### src/rtl/ipt_ram.sv
`default_nettype none
// ----------------------------------------------------------------------------
// ipt_ram
// Generic single-write, single-read synchronous RAM with registered read data.
// ----------------------------------------------------------------------------
module ipt_ram #(
	parameter int unsigned WIDTH = 8,
	parameter int unsigned DEPTH = 16
) (
	input  wire logic                     clk,
	input  wire logic                     we,
	input  wire logic [$clog2(DEPTH)-1:0] waddr,
	input  wire logic [WIDTH-1:0]         wdata,
	input  wire logic                     re,
	input  wire logic [$clog2(DEPTH)-1:0] raddr,
	output      logic [WIDTH-1:0]         rdata
);

	logic [WIDTH-1:0] mem [DEPTH];

	always_ff @(posedge clk) begin
		if (we) begin
			mem[waddr] <= wdata;
		end
		if (re) begin
			rdata <= mem[raddr];
		end
	end

endmodule

`default_nettype wire

### config.mk
export PLATFORM = sky130hd
export DESIGN_NAME = ipt_ram
export DESIGN_NICKNAME = d
export VERILOG_FILES = /design/src/rtl/ipt_ram.sv
export SDC_FILE = /design/constraint.sdc
export NUM_CORES = 1
export LEC_CHECK = 0
export BUFFER_PORTS_ARGS = -buffer_cell sky130_fd_sc_hd__clkbuf_2
export CAP_MARGIN = 10
export CORE_AREA = 2 2 97 99
export DETAILED_ROUTE_END_ITERATION = 6
export DIE_AREA = 0 0 99 101
export MAX_ROUTING_LAYER = met4
export PLACE_DENSITY_LB_ADDON = 0.1
export SKIP_CTS_REPAIR_TIMING = 1
export SLEW_MARGIN = 20
export SYNTH_ARGS = -nofsm -noshare
export SYNTH_HDL_FRONTEND = slang
export SYNTH_SLANG_ARGS = --single-unit
### constraint.sdc
create_clock -name clk -period 2.5 [get_ports clk]
set_input_delay 0.75 -clock clk [delete_from_list [all_inputs] [get_ports clk]]
set_output_delay 0.75 -clock clk [all_outputs]
set_load 0.005 [all_outputs]
Yosys cells after proc, flatten, opt, wreduce, memory -nomap -nowiden. Memory sizes are Yosys's and may differ from the RTL's. A register that Yosys moved wholly into a read port is not among the register bits. Index checks and enable logic that the tools add are counted.

Register bits after elaboration: 0. Bits in writable memories: 128. Input bits: 19. Memories kept: 1.

Muxes and demuxes: 2.

Memories: mem (depth 16, width 8, read ports 1, clocked after memory_dff 1, write ports 1, line 19) `logic [WIDTH-1:0] mem [DEPTH];`.

Operators with widths (number): 1-bit two-way mux (2).

Depth between registers and ports, before layout. Gate-level depths: netlist (run 1).

Depth in word-level cells: 2. Gate-level depth with buffers: 5.

Least setup slack after synthesis (run 1). No wires, ideal clock.

Path kind: input to register. Start: input port waddr[2]. End: memory mem[0][0], enable pin. Library setup time: 0.383 ns. Arrival time: 1.860 ns. Data required time: 2.117 ns. Setup slack: 0.257 ns. Stages: 2. Buffers on the path: 0. Path through: or3b_2 -> nor3_1.

RTL lines: start: declaration (line 12) `input wire logic [$clog2(DEPTH)-1:0] waddr,`; end: declaration (line 19).

No word-level cell before the write port.

==> metrics.cfg, run 1 <==
[pwr]
p_leak_nw=2.12
ir_worst_vdd_v=0.000668
p_per_area_mw_per_mm2=844
p_total_mw=5.22

[clocking]
numCtsBuffers=17
clock_latency_ns=0.52
clkTransAtPathRegs_ns=0.06
cts_buffer_depth=2
cts_sinks=136
cts-root-buf=clkbuf_8
htree_num_levels=4
cts_tree=built

[route]
drt_wl_total_mm=9.82
vias=2493
first_iter_violations=241
antenna_left=0
viasPerCell=6.08
wire_per_inst_um=23.9
drc=0
dr.pass1.iters=4

[final_layout]
drive_above_1_share_pct=32.4
multiInputGateArea_mm2=0.00106
syn_to_final_growth_pct=18.4
final_common_cell=edfxtp_1
n_fill_cell=547
n_antenna_cell=0
utilization_pct=68.9
ff_latch_area_mm2=0.00408
nets=305
stdcell_count=410
mostFrequentLayoutCells=136 x edfxtp_1, 26 x clkbuf_2, 19 x buf_4, 18 x mux4_2

[placed_design]
dp_hpwl_mm=6.13
placedCellCount=378
routabilityCongestion=0.797
portBuffers=26

[sta]
fin_crit_ns=1.83
fmax_mhz=546
worstMarginPinSlew_ns=0.434
slew_viol_final=0
timing.final.crit_share_pct=73.3
max_slew_margin_pct=71.1
hold_viol_final=0
holdWs_ns=0.623
finalSetupViolations=0
fin_worst_skew_ns=0.0186
tns_ns=0
rsz0062_at_grt=false

[grt]
grt_pass1_wl_mm=15.0
grt_pass1_vias=2544
antenna_found_initial=0
gr-total-overflow=0
grt_max_degree=33
grtUsageTotal_pct=22.3

[floorplan]
die_y_um=101
core_mm2=0.00898
rows=35
die_x_um=99
num_io_pins=27
initial_core_util_pct=58.2
dieArea_mm2=0.0100

[critical_path]
crit_path_end_kind=register
crit_path_max_fanout=24
r2r-start=mem[10][1]
rrSetupSlack_ns=1.01
r2r_end=rdata[1]
start_kind=input port
worstPathRequired_ns=2.75
worst_r2r_path_depth=3
cp.arrival_ns=2.08
path_class=input port to register
crit_start=raddr[0]
cp-endpoint=rdata[1]

[worst_hold_path]
min_path_type=input port to register

[yosys]
syn-num-nets=248
ys_ff_latch=136
syn-cell-area_mm2=0.00523
avgSynthCellArea_um2=22.8
ys_types=18
syn_inst=229
ys_seq_area_share_pct=78.1
ys_warn_count=0

[job]
cap_violations=0

[status]
outcome=completed

-- worst max-delay path, cell delays in order --
cell and delay (ns):
clkbuf_2 0.14, buf_12 0.22, mux4_1 0.57, a22oi_1 0.31, nand2_1 0.08
-- state kept, by name, summed over array words and instances, names as in the netlist --
register and flops:
mem 128, rdata 8
-- how the worst min path moves through the flow --
stage,cells past startpoint,slack (ns),start,endpoint
floorplan,3,0.70,mem[7][0],rdata[0]
global placement,3,0.73,mem[14][2],rdata[2]
global route,1,0.62,re,rdata[6]
CTS,1,0.62,re,rdata[4]
finish,1,0.62,re,rdata[4]
detailed placement,3,0.75,mem[15][0],rdata[0]
-- Yosys cell counts, drive strengths merged --
library cell | number | area [um^2]
or3b | 1 | 8.76
nor3 | 4 | 20.0
nand3b | 2 | 15.0
and2 | 1 | 6.26
buf | 7 | 56.3
nand2 | 9 | 33.8
edfxtp | 136 | 4080
mux4 | 32 | 773
nor2 | 13 | 48.8
nand2b | 2 | 12.5
nand3 | 1 | 5.00
clkdlybuf4s25 | 3 | 30.0
and2b | 1 | 7.51
nor2b | 1 | 6.26
a22oi | 16 | 120
-- cell families after synthesis --
family | share of synthesized area (%)
AND/OR/NAND/NOR | 3.14
multiplexers | 14.8
buffers and inverters | 1.65
flip-flops | 78.1
AO/OA/AOI/OAI | 2.30
-- power by group --
| part | internal (mW) | switching [mW] | leakage, nW | total, mW |
|---|---|---|---|---|
| sequential | 2.57 | 0.0135 | 1.24 | 2.58 |
| clock | 1.51 | 0.894 | 0.277 | 2.40 |
| combinational | 0.104 | 0.133 | 0.608 | 0.237 |
-- through the flow --
stage | instance area [um^2] | worst slack [ns]
after floorplan | 5230 | 0.257
after global placement | 5610 | 0.143
after detailed placement | 5610 | 0.134
after CTS | 6190 | 0.655
after global routing | 6190 | 0.640
final | 6190 | 0.667
-- metal layers --
layer	GRT usage, %	vias to the layer above	share of wire [%]
met1	31.0	1284	44
met3	5.96	8	6.6
met4	7.38	0	0.84
met5	-	-	0
li1	-	1099	-
met2	33.0	102	49
-- cell type report --
type	instances	area share (%)
multi-input cells	83	17.1
clock inverters	13	2.51
flip-flops and latches	136	66.0
repair buffers	48	5.38
clock buffers	19	6.81
well taps	111	2.24
No activity file was read; power rests on OpenSTA's default activity.
==> run 2, diff against run 1 <==
Settings changed: CORE_AREA 2 2 97 99 to 2 2 102 104, DIE_AREA 0 0 99 101 to 0 0 104 106.
Clock period 2.5 ns to 1.6 ns, I/O delays scaled along.
==> metrics.cfg, run 2 (synthesized netlist as in run 1, its figures left out) <==
[floorplan]
num_io_pins=27
die_y_um=106
rows=37
initial_core_util_pct=52.3
core_mm2=0.0100
die_x_um=104
dieArea_mm2=0.0110

[pwr]
p_per_area_mw_per_mm2=1280
p_leak_nw=2.11
ir_worst_vdd_v=0.000566
p_total_mw=8.09

[placed_design]
placedCellCount=408
routabilityCongestion=0.730
portBuffers=26
dp_hpwl_mm=6.34

[route]
dr.pass1.iters=4
drt_wl_total_mm=9.92
vias=2503
wire_per_inst_um=22.6
viasPerCell=5.69
antenna_left=0
first_iter_violations=168
drc=0

[clocking]
cts_sinks=136
cts_tree=built
clkTransAtPathRegs_ns=0.06
numCtsBuffers=17
clock_latency_ns=0.50
cts-root-buf=clkbuf_8
cts_buffer_depth=2
htree_num_levels=4

[final_layout]
multiInputGateArea_mm2=0.00105
drive_above_1_share_pct=38.5
ff_latch_area_mm2=0.00408
final_common_cell=edfxtp_1
syn_to_final_growth_pct=20.6
largest_reg_flops=128
largest_registers=mem: 128 flops, rdata: 8 flops
nets=310
n_antenna_cell=0
n_fill_cell=711
largest_register=mem
mostFrequentLayoutCells=136 x edfxtp_1, 28 x mux4_2, 26 x clkbuf_2, 19 x buf_4
stdcell_count=440

[sta]
worstMarginPinSlew_ns=0.798
finalSetupViolations=0
max_slew_margin_pct=46.7
fin_worst_skew_ns=0.00684
rsz0062_at_grt=true
timing.final.crit_share_pct=98.7
fmax_mhz=633
slew_viol_final=0
fin_crit_ns=1.58
hold_viol_final=0

[critical_path]
crit_path_max_fanout=1
crit_path_end_kind=output pin
cp_top_family=flip-flops
worstPathRequired_ns=1.12
cp_slowest_cell=edfxtp_1
cp.arrival_ns=1.10
path_buf_inv=1
worstPathCellList=clkbuf_2
cpPeakStageDelay_ns=0.45
start_kind=register
path_class=register to output pin

[grt]
gr-total-overflow=0
grt_pass1_vias=2538
antenna_found_initial=0
grtUsageTotal_pct=20.3
grt_pass1_wl_mm=15.2
grt_max_degree=17

[worst_hold_path]
min_path_type=input port to register

[status]
outcome=completed

[job]
cap_violations=0

run 2: changes by cell type in the layout (fill, tap and decap cells not counted), sizes merged:
cell      change
bufinv        -1
clkbuf        -1
clkinvlp      +2
clkinv        -4
inv           +4
buf           +5
run 2: layout make-up:
type	count	share of cell area, %
Clock buffer	18	6.63
Clock inverter	14	2.36
Multi-Input combinational cell	83	16.7
Sequential cell	136	64.8
Tap cell	136	2.70
Timing Repair Buffer	53	6.87
run 2: final timing paths:
| check | from | to | slack (ns) | cells after the start |
|---|---|---|---|---|
| setup reg to reg | mem[3][4] | rdata[4] | 0.11 | 3 |
| hold / removal | wdata[7] | mem[10][7] | 0.41 | 1 |
| setup / recovery | rdata[4] | rdata[4] | 0.02 | 1 |
| hold reg to reg | mem[12][1] | rdata[1] | 0.75 | 3 |
run 2: per-stage QoR:
step           hold slack, ns   TNS, ns  utilization, %  setup slack (ns)  instance area, um^2
6_report                0.406         0            63.1            0.0205                 6300
4_1_cts                 0.400  -0.00344            63.1          -0.00344                 6300
5_1_grt                 0.413  -0.00981            63.1          -0.00981                 6300
3_5_place_dp            0.735     -5.30            57.4            -0.436                 5740
2_1_floorplan           0.579    -0.677               -           -0.0990                 5260
3_3_place_gp            0.731     -3.97            57.4            -0.454                 5740
run 2: layer usage:
metal  global-route usage, %  vias to the layer above  part of all wire (%)
met2                    31.0                       76                    50
li1                        -                     1104                     -
met4                    7.34                        0                   1.6
met5                       -                        -                     0
met3                    4.41                       13                   5.1
met1                    27.7                     1310                    43
run 2: where the power goes:
group	internal [mW]	leakage, nW	switching, mW
combinational	0.181	0.611	0.216
sequential	4.02	1.24	0.0233
clock	2.22	0.260	1.43
total	6.42	2.11	1.67
==> run 3, diff against run 2 <==
Clock period 1.6 ns to 1.3 ns, I/O delays scaled along.
==> metrics.cfg, run 3 (synthesized netlist as in run 1, its figures left out) <==
[critical_path]
cp_top_family=flip-flops
cpPeakStageDelay_ns=0.41
cp.depth=1
start_kind=register
worstPathRequired_ns=0.91
crit_path_end_kind=output pin
crit_path_max_fanout=1
path_class=register to output pin
worst_r2r_path_depth=3
path_buf_inv=1
cp.arrival_ns=1.06
worstPathCellList=clkbuf_2
cp_slowest_cell=edfxtp_1

[grt]
gr-total-overflow=0
grt_pass1_vias=2605
grt_pass1_wl_mm=15.4
antenna_found_initial=0
grt_max_degree=17
grtUsageTotal_pct=20.6

[final_layout]
largest_registers=mem: 128 flops, rdata: 8 flops
multiInputGateArea_mm2=0.00117
ff_latch_area_mm2=0.00408
largest_reg_flops=128
mostFrequentLayoutCells=136 x edfxtp_1, 32 x mux4_2, 26 x clkbuf_2, 19 x buf_12, 18 x buf_4
design_area_mm2=0.00654
n_antenna_cell=0
n_fill_cell=685
final_common_cell=edfxtp_1
syn_to_final_growth_pct=25.0
nets=320
drive_above_1_share_pct=46.2
largest_register=mem

[placed_design]
dpl_cell_area_mm2=0.00601
dp_hpwl_mm=6.52
routabilityCongestion=0.748
pre_cts_ws_ns=-0.635
portBuffers=26

[sta]
fin_crit_ns=1.45
worstMarginPinSlew_ns=1.02
max_slew_margin_pct=31.6
fmax_mhz=690
timing.final.crit_share_pct=112
finalSetupViolations=16
rsz0062_at_grt=true
slew_viol_final=0
fin_worst_skew_ns=0.00428
hold_viol_final=0
setup_ws_ns=-0.150

[clocking]
cts-root-buf=clkbuf_8
clock_latency_ns=0.51
cts_buffer_depth=2
clkTransAtPathRegs_ns=0.05
htree_num_levels=4
numCtsBuffers=17
cts_tree=built
cts_sinks=136

[status]
violations=negative setup slack
outcome=finished with violations

[floorplan]
rows=37
die_y_um=106
die_x_um=104
dieArea_mm2=0.0110
num_io_pins=27
initial_core_util_pct=52.3
core_mm2=0.0100

[worst_hold_path]
min_path_type=input port to register
holdPathStages=1

[pwr]
p_per_area_mw_per_mm2=1430
p_leak_nw=2.16
ir_worst_vdd_v=0.000570

[route]
viasPerCell=5.45
vias=2442
first_iter_violations=148
wire_per_inst_um=22.0
drt_wl_total_mm=9.84
dr.pass1.iters=5
drc=0
antenna_left=0

[job]
cap_violations=0

-- run 3: cell types whose count changed in the layout (fill, tap and decap cells not counted), moves of 5 or more --
| cell | before | now |
|---|---|---|
| clkinvlp_4 | 5 | 0 |
| nor2_4 | 0 | 7 |
| nor2_1 | 10 | 2 |
| a22oi_2 | 0 | 12 |
| clkbuf_1 | 1 | 6 |
| a22oi_1 | 16 | 4 |
| buf_12 | 8 | 19 |
-- run 3: final cells by class --
type | instances | area share (%)
Clock buffer | 23 | 6.68
Clock inverter | 7 | 0.479
Multi-Input combinational cell | 83 | 17.9
Sequential cell | 136 | 62.5
Tap cell | 136 | 2.60
Timing Repair Buffer | 63 | 9.88
-- run 3: path summary, 6_finish.rpt --
check            start       end  slack, ns
min reg2reg  mem[6][7]  rdata[7]       0.75
min                 re  rdata[7]       0.29
max           rdata[6]  rdata[6]      -0.15
max reg2reg  mem[0][5]  rdata[5]      -0.11
-- run 3: worst reg2reg max path: cells and delay by family, from the launching register on --
family / cells / cell delay [ns]
muxes: 1 / 0.48
DFF: 1 / 0.38
AOI/OAI and AO/OA: 1 / 0.22
and+or+nand+nor: 1 / 0.08
-- run 3: layer usage --
metal | up-vias | GRT usage (%) | share of wire, % | wire length, um
li1 | 1114 | - | - | -
met1 | 1228 | 27.4 | 39 | 3870
met2 | 90 | 31.3 | 52 | 5070
met3 | 10 | 5.82 | 8.1 | 801
met4 | 0 | 6.66 | 0.99 | 97
met5 | - | - | 0 | 0
-- run 3: stage by stage --
| step | util, % | instances | hold WS (ns) | total power, mW | setup TNS, ns |
|---|---|---|---|---|---|
| floorplan | - | 229 | 0.489 | 5.34 | -8.87 |
| global placement | 60.1 | 418 | 0.741 | 5.61 | -31.88 |
| detailed placement | 60.1 | 418 | 0.743 | 5.62 | -32.22 |
| CTS | 64.8 | 448 | 0.267 | 9.42 | -2.14 |
| global route | 65.4 | 448 | 0.273 | 9.67 | -2.15 |
| finish | 65.4 | 448 | 0.285 | 9.36 | -1.37 |
-- run 3: where the power goes --
part	internal (mW)	switching, mW
Combinational	0.275	0.298
Clock	2.28	1.54
Sequential	4.95	0.0277
Total	7.50	1.86
