===== src/rtl/ipt_pkg.sv =====
`default_nettype none
// ----------------------------------------------------------------------------
// ipt_pkg
// Shared types and constants for the inverted page table with lru replacement.
// ----------------------------------------------------------------------------
package ipt_pkg;

	localparam int unsigned ENTRIES_DEF   = 128;
	localparam int unsigned PAGE_BITS_DEF = 10;

	localparam int unsigned PROC_W  = 16;
	localparam int unsigned PAGE_W  = 20;
	localparam int unsigned ADDR_W  = 32;
	localparam int unsigned TIME_W  = 32;
	localparam int unsigned PHYS_W  = 17;
	localparam int unsigned FRAME_W = 7;

	localparam logic OP_TRANSLATE = 1'b0;
	localparam logic OP_LOAD      = 1'b1;

	typedef struct packed {
		logic              op;
		logic [PROC_W-1:0] proc_id;
		logic [PAGE_W-1:0] page_number;
		logic [ADDR_W-1:0] virtual_address;
		logic [TIME_W-1:0] now_time;
	} req_word_t;

	typedef struct packed {
		logic               found;
		logic [PHYS_W-1:0]  physical_address;
		logic [FRAME_W-1:0] frame_index;
		logic               evicted;
		logic [PROC_W-1:0]  victim_proc_id;
		logic [PAGE_W-1:0]  victim_page;
	} rsp_word_t;

	// one table word as held in memory
	typedef struct packed {
		logic [PROC_W-1:0] proc_id;
		logic [PAGE_W-1:0] page;
		logic [TIME_W-1:0] atime;
	} entry_t;

	localparam int unsigned ENTRY_W = $bits(entry_t);

endpackage

`default_nettype wire


===== src/rtl/ipt_ctrl.sv =====
`default_nettype none
// ----------------------------------------------------------------------------
// ipt_ctrl
// Request sequencer: scans the table memory one entry per cycle for a hit or
// the oldest entry and writes the entry back; a free-frame load needs no scan.
// ----------------------------------------------------------------------------
module ipt_ctrl #(
	parameter int unsigned ENTRIES   = ipt_pkg::ENTRIES_DEF,
	parameter int unsigned PAGE_BITS = ipt_pkg::PAGE_BITS_DEF
) (
	input  wire logic                       clk,
	input  wire logic                       arst_n,
	input  wire logic                       req_valid,
	output      logic                       req_ready,
	input  wire ipt_pkg::req_word_t         req,
	output      logic                       res_valid,
	output      ipt_pkg::rsp_word_t         res,
	input  wire logic                       res_take,
	output      logic                       mem_we,
	output      logic [$clog2(ENTRIES)-1:0] mem_waddr,
	output      ipt_pkg::entry_t            mem_wdata,
	output      logic                       mem_re,
	output      logic [$clog2(ENTRIES)-1:0] mem_raddr,
	input  wire ipt_pkg::entry_t            mem_rdata
);
	import ipt_pkg::*;

	localparam int unsigned IDX_W = $clog2(ENTRIES);
	localparam int unsigned CNT_W = $clog2(ENTRIES + 1);
	localparam logic [CNT_W-1:0] FULL = CNT_W'(ENTRIES);
	localparam logic [ADDR_W-1:0] OFF_MASK = ADDR_W'((64'd1 << PAGE_BITS) - 64'd1);

	localparam logic [1:0] ST_IDLE  = 2'd0;
	localparam logic [1:0] ST_START = 2'd1;
	localparam logic [1:0] ST_SCAN  = 2'd2;
	localparam logic [1:0] ST_DONE  = 2'd3;

	logic [1:0]       state_q, state_d;
	req_word_t        req_q;
	logic [CNT_W-1:0] fill_q;      // entries 0 .. fill_q-1 are valid
	logic [CNT_W-1:0] addr_q;
	logic             rd_valid_s1;
	logic             rd_last_s1;
	logic [IDX_W-1:0] rd_idx_s1;
	entry_t           min_q;
	logic [IDX_W-1:0] min_idx_q;
	rsp_word_t        res_q, res_d;
	logic             res_load;
	logic             fill_inc;

	logic             hit;
	logic             better;
	entry_t           win;
	logic [IDX_W-1:0] win_idx;
	logic [ADDR_W-1:0] phys_full;

	assign req_ready = (state_q == ST_IDLE);
	assign res_valid = (state_q == ST_DONE);
	assign res       = res_q;

	assign mem_re    = (state_q == ST_SCAN) && (addr_q < fill_q);
	assign mem_raddr = addr_q[IDX_W-1:0];

	assign hit = (mem_rdata.proc_id == req_q.proc_id) && (mem_rdata.page == req_q.page_number);
	// strict less keeps the lowest index on equal times
	assign better  = (rd_idx_s1 == '0) || (mem_rdata.atime < min_q.atime);
	assign win     = better ? mem_rdata : min_q;
	assign win_idx = better ? rd_idx_s1 : min_idx_q;
	assign phys_full = (ADDR_W'(rd_idx_s1) << PAGE_BITS) | (req_q.virtual_address & OFF_MASK);

	always_comb begin
		state_d   = state_q;
		mem_we    = 1'b0;
		mem_waddr = rd_idx_s1;
		mem_wdata = '{proc_id: req_q.proc_id, page: req_q.page_number, atime: req_q.now_time};
		res_d     = '0;
		res_load  = 1'b0;
		fill_inc  = 1'b0;
		unique case (state_q)
			ST_IDLE: begin
				if (req_valid) begin
					state_d = ST_START;
				end
			end
			ST_START: begin
				if (req_q.op == OP_TRANSLATE) begin
					if (fill_q == '0) begin
						res_load = 1'b1;
						state_d  = ST_DONE;
					end else begin
						state_d = ST_SCAN;
					end
				end else if (fill_q != FULL) begin
					mem_we            = 1'b1;
					mem_waddr         = fill_q[IDX_W-1:0];
					fill_inc          = 1'b1;
					res_d.found       = 1'b1;
					res_d.frame_index = FRAME_W'(fill_q[IDX_W-1:0]);
					res_load          = 1'b1;
					state_d           = ST_DONE;
				end else begin
					state_d = ST_SCAN;
				end
			end
			ST_SCAN: begin
				if (rd_valid_s1) begin
					if (req_q.op == OP_TRANSLATE) begin
						if (hit) begin
							mem_we                 = 1'b1;
							mem_waddr              = rd_idx_s1;
							res_d.found            = 1'b1;
							res_d.frame_index      = FRAME_W'(rd_idx_s1);
							res_d.physical_address = phys_full[PHYS_W-1:0];
							res_load               = 1'b1;
							state_d                = ST_DONE;
						end else if (rd_last_s1) begin
							res_load = 1'b1;
							state_d  = ST_DONE;
						end
					end else if (rd_last_s1) begin
						mem_we               = 1'b1;
						mem_waddr            = win_idx;
						res_d.found          = 1'b1;
						res_d.frame_index    = FRAME_W'(win_idx);
						res_d.evicted        = 1'b1;
						res_d.victim_proc_id = win.proc_id;
						res_d.victim_page    = win.page;
						res_load             = 1'b1;
						state_d              = ST_DONE;
					end
				end
			end
			ST_DONE: begin
				if (res_take) begin
					state_d = ST_IDLE;
				end
			end
			default: begin
				state_d = ST_IDLE;
			end
		endcase
	end

	always_ff @(posedge clk or negedge arst_n) begin
		if (!arst_n) begin
			state_q     <= ST_IDLE;
			fill_q      <= '0;
			addr_q      <= '0;
			rd_valid_s1 <= 1'b0;
		end else begin
			state_q     <= state_d;
			rd_valid_s1 <= mem_re;
			if (fill_inc) begin
				fill_q <= fill_q + CNT_W'(1);
			end
			if (state_q == ST_START) begin
				addr_q <= '0;
			end else if (mem_re) begin
				addr_q <= addr_q + CNT_W'(1);
			end
		end
	end

	always_ff @(posedge clk) begin
		if (req_valid && req_ready) begin
			req_q <= req;
		end
		if (mem_re) begin
			rd_idx_s1  <= mem_raddr;
			rd_last_s1 <= (addr_q == fill_q - CNT_W'(1));
		end
		if ((state_q == ST_SCAN) && rd_valid_s1) begin
			min_q     <= win;
			min_idx_q <= win_idx;
		end
		if (res_load) begin
			res_q <= res_d;
		end
	end

endmodule

`default_nettype wire

===== config.mk =====
export PLATFORM = sky130hd
export DESIGN_NAME = ipt_ctrl
export DESIGN_NICKNAME = d
export VERILOG_FILES = /design/src/rtl/ipt_pkg.sv /design/src/rtl/ipt_ctrl.sv
export SDC_FILE = /design/constraint.sdc
export NUM_CORES = 1
export LEC_CHECK = 0
export ABC_AREA = 1
export BUFFER_PORTS_ARGS = -buffer_cell sky130_fd_sc_hd__buf_2
export CORE_ASPECT_RATIO = 0.6
export CORE_MARGIN = 3
export CORE_UTILIZATION = 45
export CTS_CLUSTER_DIAMETER = 60
export DETAILED_ROUTE_END_ITERATION = 12
export PLACE_DENSITY = 0.8
export SYNTH_ARGS = -nofsm -noshare
export SYNTH_HDL_FRONTEND = slang
export SYNTH_SLANG_ARGS = --single-unit

===== constraint.sdc =====
create_clock -name clk -period 5.4 [get_ports clk]
set_input_delay 0.81 -clock clk [delete_from_list [all_inputs] [get_ports clk]]
set_output_delay 0.81 -clock clk [all_outputs]
set_load 0.1 [all_outputs]

==> Word-level counts from Yosys, hierarchy flattened <==
Cells that the tools add are included.
Widths: inputs -> output; s select.
{ "totals": {"reg_bits": 243, "output_inout_bits": 148} }
{ "op_classes": {"eq_ne": 10, "magnitude_cmp": 2, "n_bitwise": 4, "add_sub_neg": 3, "reduce_logical": 14, "n_mux": 45} }
{ "ops": {"columns": ["operator", "count"], "rows": [
  ["$mux 68", 1],
  ["$mux 7", 9],
  ["$mux 62", 1],
  ["$mux 44", 1],
  ["$mux 37", 1],
  ["$lt 32x32->1", 1],
  ["$pmux 7 s2", 2],
  ["$mux 25", 1],
  ["$eq 20x20->1", 1],
  ["$mux 17", 1],
  ["$or 17x10->17", 1],
  ["$add 8x1->8 const B", 2],
  ["$eq 16x16->1", 1],
  ["$mux 8", 2],
  ["$mux 1", 15],
  ["$mux 2", 7],
  ["$eq 8x8->1", 1],
  ["$logic_not 8->1", 1],
  ["$lt 8x8->1", 1],
  ["$ne 8x8->1 const B", 1],
  ["$pmux 2 s4", 1],
  ["$sub 8x1->8 const B", 1],
  ["$logic_not 7->1", 1],
  ["$pmux 1 s2", 3],
  ["other kinds (13)", 21]
]} }

==> Longest topological paths before layout <==
{ "depth": {"depth_word": 7, "depth_mapped": 18} }

==> Worst setup path before layout <==
Ideal clock, no wire load.
{ "synth_timing": {"kind": "input-to-reg", "start": "input port mem_rdata[38] (netlist name)", "end": "register res_q, in the netlist res[0] (enable)", "required_ns": 4.918, "arrival_ns": 4.306, "cell_stages": 9, "setup_slack_ns": 0.612, "setup_ns": 0.482, "cell_sequence": "inv_1 > a22o_1 > a21oi_1 > nand3_1 > nor2_2 > nand2_1 > nand2_1 > a21oi_1 > nor2_1"} }
{ "synth_via": {"elab_chain_cells": 6} }
{ "synth_rtl": {"columns": ["item", "line_no", "text"], "rows": [
  ["from (decl)", "ipt_ctrl.sv:24", "input wire ipt_pkg::entry_t mem_rdata"],
  ["$eq 20x20->1", "ipt_ctrl.sv:64", "assign hit = (mem_rdata.proc_id == req_q.proc_id) && (mem_rdata.page == req_q.page_number);"],
  ["$logic_and 1x1->1", "ipt_ctrl.sv:64", null],
  ["$mux 1", "ipt_ctrl.sv:108", "if (hit) begin"],
  ["$mux 1", "ipt_ctrl.sv:107", "if (req_q.op == OP_TRANSLATE) begin"],
  ["$mux 1", "ipt_ctrl.sv:106", "if (rd_valid_s1) begin"],
  ["$pmux 1 s2", "ipt_ctrl.sv:79", "unique case (state_q)"],
  ["named net res_load", "ipt_ctrl.sv:48", "logic res_load;"],
  ["to (signal assigned)", "ipt_ctrl.sv:177", "res_q <= res_d;"],
  ["to (decl)", "ipt_ctrl.sv:47", "rsp_word_t res_q, res_d;"]
]} }
The timed path passes the listed nets, and every way through them passes these cells.
A chain may end at the register's enable or synchronous reset.

==> Final worst setup path <==
{ "layout_timing": {"start": "input port mem_rdata[11] (netlist name)", "end": "output port mem_waddr[5]"} }
{ "layout_via": {"elab_chain_cells": 7} }
{ "layout_rtl": {"columns": ["item", "line_no", "text"], "rows": [
  ["$lt 32x32->1", "ipt_ctrl.sv:66", "assign better = (rd_idx_s1 == '0) || (mem_rdata.atime < min_q.atime);"],
  ["$logic_or 1x1->1", "ipt_ctrl.sv:66", null],
  ["$mux 7", "ipt_ctrl.sv:68", "assign win_idx = better ? rd_idx_s1 : min_idx_q;"],
  ["$mux 7", "ipt_ctrl.sv:120", "end else if (rd_last_s1) begin"],
  ["$mux 7", "ipt_ctrl.sv:107", null],
  ["$mux 7", "ipt_ctrl.sv:106", null],
  ["$pmux 7 s2", "ipt_ctrl.sv:79", null],
  ["to (decl)", "ipt_ctrl.sv:20", "output logic [$clog2(ENTRIES)-1:0] mem_waddr,"]
]} }
Every way passes these cells.

==> impl_results.md <==
* Sequential cell area at 7200 um2
* Max incr delay on CP at 0.46 ns
* Final TNS setup at 0 ns
* P per Cell Area at 569 nW/um2
* Endpoints failing setup at 0
* Fin nets at 1487
* Root Buffer: clkbuf_16
* Commonest non-fill, non-tap cell in the layout: buf_2
* CTS tree: yes
* Setup Fix Bufs, Post-CTS at 0
* Clk slew on worst S/H paths at 0.07 ns
* Unrepaired setup endpoints after global routing: false
* Peak VDD IR at 0.000413 V
* Least-Margin Pin Slew at 1.06 ns
* Seq/Total Area, Yosys at 0.617
* Area Growth Syn to Fin at 18.0%
* Hold Path Class: input port to async pin
* Post-Place Cells at 1587
* P_leak at 0.00610 uW
* Seq cells post-synth at 243
* Critical path required time at 4.59 ns
* Gr usage total at 0.205
* Synth Net Count at 1249
* Vias in the first global route at 7754
* Final period utilization at 0.778
* Fin Hold WS at 0.246 ns
* Drt total wl at 29500 um
* Post-Place Cell Area at 13000 um2
* Area of the multi-input gates at 3170 um2
* Top-area cell type share of the netlist area at 0.576
* CP endpoint kind: primary output
* Post-layout util at 0.555
* Buf/Inv on CP at 2
* Max-Cap Viols at 0
* Slowest cell on the critical path: buf_2
* Design area at 13800 um2
* CP Launch Type: input port
* Max-Slew Margin vs Limit at 0.292
* Crit path DAT at 3.39 ns
* CTS buffer count at 24
* Cells after synthesis at 1030
* Hold-fix buffers, CTS at 0
* Initial drt markers at 670
* Die X at 214 um
* Worst skew pair latency at 0.52 ns
* Grt ovf at 0
* Via-to-Cell Ratio at 4.89
* Starting Density at 0.470
* Ratio of cells with drive above 1 in the final layout at 0.345
* CTS resizes at 0
* Cell Count, Final, Fillers Out at 1632
* Filler cell count at 2141
* # clock sinks at 243
* Residual DRC at 0
* Routed Antenna Nets at 0
* Area contributors post-synth: edfxtp_1 58%, inv_1 5.5%, ha_1 4.9%, buf_4 4.8%, nand2_1 4.1%
* Most used cell, CP: nand2_1
* Gpl congestion at 0.956
* # port buffers at 298
* Final clock skew at 0.0150 ns
* H-tree levels at 1
* Outcome: finished clean
* Row count at 44
* Worst-path cell chain: buf_2, ha_1, nand2_1, o21ai_0, a21oi_1, nand2_1, nand2_2, nand2_4, nand2_4, nand2_1, nand3_1, a21oi_1, buf_2
* DR pass1 iterations at 5
* First-pass GRT wire length at 44500 um
* Initial antenna violation count at 4
* Syn avg cell area at 11.3 um2
* Post-synth EDFFs at 224
* Most frequent cells in the layout: 298 x buf_2, 224 x edfxtp_1, 169 x inv_1
* Die ar. at 28000 um2
* Die Height at 131 um
* DR WL/cell at 18.1 um
* Max-slew violations at 0
* CP Class: input port to primary output
* HPWL after DPL at 21900 um
* Wl on met1 at 13100 um
* Synth area leader: edfxtp_1
* Via count at 7975
* Min Clock Period, post-route at 4.20 ns
* CTS Buffer Depth at 3
* Pin count of the biggest net entering global routing at 63
* Final-report hold violation count at 0
* Share of synthesized flip-flops with an asynchronous set or reset at 0.0782
* FMAX at 238 MHz
* Met2 Routed Length at 13300 um
* Highest Signal Layer: met5
* Synth Flop Type: edfxtp_1
* Wire length on met3 at 2420 um
* Worst Path Max Fanout at 32
* Synth unique cells at 40
* IO Count at 321
* Core area at 24800 um2
* Post-Syn Area at 11700 um2
* Synth Warn # at 0
* CP delay by family, top: simple AND/OR/NAND/NOR gates
==> routing by layer <==
layer / global-route usage / vias to the layer above
met1: 0.289 / 3759
li1: - / 3847
met5: 0 / -
met3: 0.0490 / 50
met4: 0.0460 / 6
met2: 0.328 / 313
==> through the flow <==
step	total power, uW	worst slack [ns]
2_1_floorplan	5620	0.612
3_3_place_gp	6130	1.22
3_5_place_dp	6190	1.18
4_1_cts	7900	1.18
5_1_grt	8160	1.02
6_report	7840	1.20
==> registers in the layout, summed over array words and instances, names as in the netlist <==
name and count:
rd_valid_s1 1, mem_wdata 68, addr_q 8, res 62, fill_q 8, state_q 2
min_q 68, min_idx_q 7, req_q 11, rd_idx_s1 7, rd_last_s1 1
==> cell families (layout without fill, tap and decap cells) <==
kind of cell,count (synthesis),count (layout),synth area share
xor+xnor,27,27,0.0202
other cells,0,1,0
fa+ha+maj,46,46,0.0493
simple gates,313,313,0.126
compound gates,134,134,0.0736
flops,243,243,0.617
buf+inv,267,523,0.114
==> cells in the mapped netlist (all sizes together) (3+ instances only) <==
cell      n
nand3    29
nand4    13
o21ai    67
xor2     20
nor4      5
a211oi    3
xnor2     7
nor3      9
ha       46
o22ai     7
dfrtp    19
clkbuf    8
edfxtp  224
and2      3
a21oi    48
buf      84
nor2    102
inv     174
nand2   151
==> final cells by class <==
class | count | share of cell area
multi-input combinational | 520 | 0.230
clock inverter | 5 | 0.00563
sequential | 243 | 0.523
timing repair buffer | 304 | 0.111
clock buffer | 39 | 0.0514
tap | 345 | 0.0313
inverter | 175 | 0.0478
antenna | 1 | 0.000182
==> power breakdown <==
| group | total [uW] | leakage [uW] | internal [uW] | switching (uW) |
|---|---|---|---|---|
| logic | 3480 | 0.00342 | 523 | 2960 |
| registers | 2670 | 0.00231 | 2490 | 175 |
| clock network | 1690 | 0.000379 | 992 | 700 |
==> final timing paths <==
path | start | to | slack, ns | cells past startpoint
hold / removal | arst_n | addr_q[6] | 0.25 | 1
hold reg to reg | req_q[32] | res[44] | 0.55 | 2
setup / recovery | mem_rdata[11] | mem_waddr[5] | 1.20 | 13
min in group clk | req[65] | mem_wdata[33] | 0.46 | 1
setup reg to reg | mem_wdata[37] | res[56] | 2.17 | 10
max in group asynchronous | arst_n | addr_q[4] | 4.81 | 1
Power figures use the tool's default switching activity.
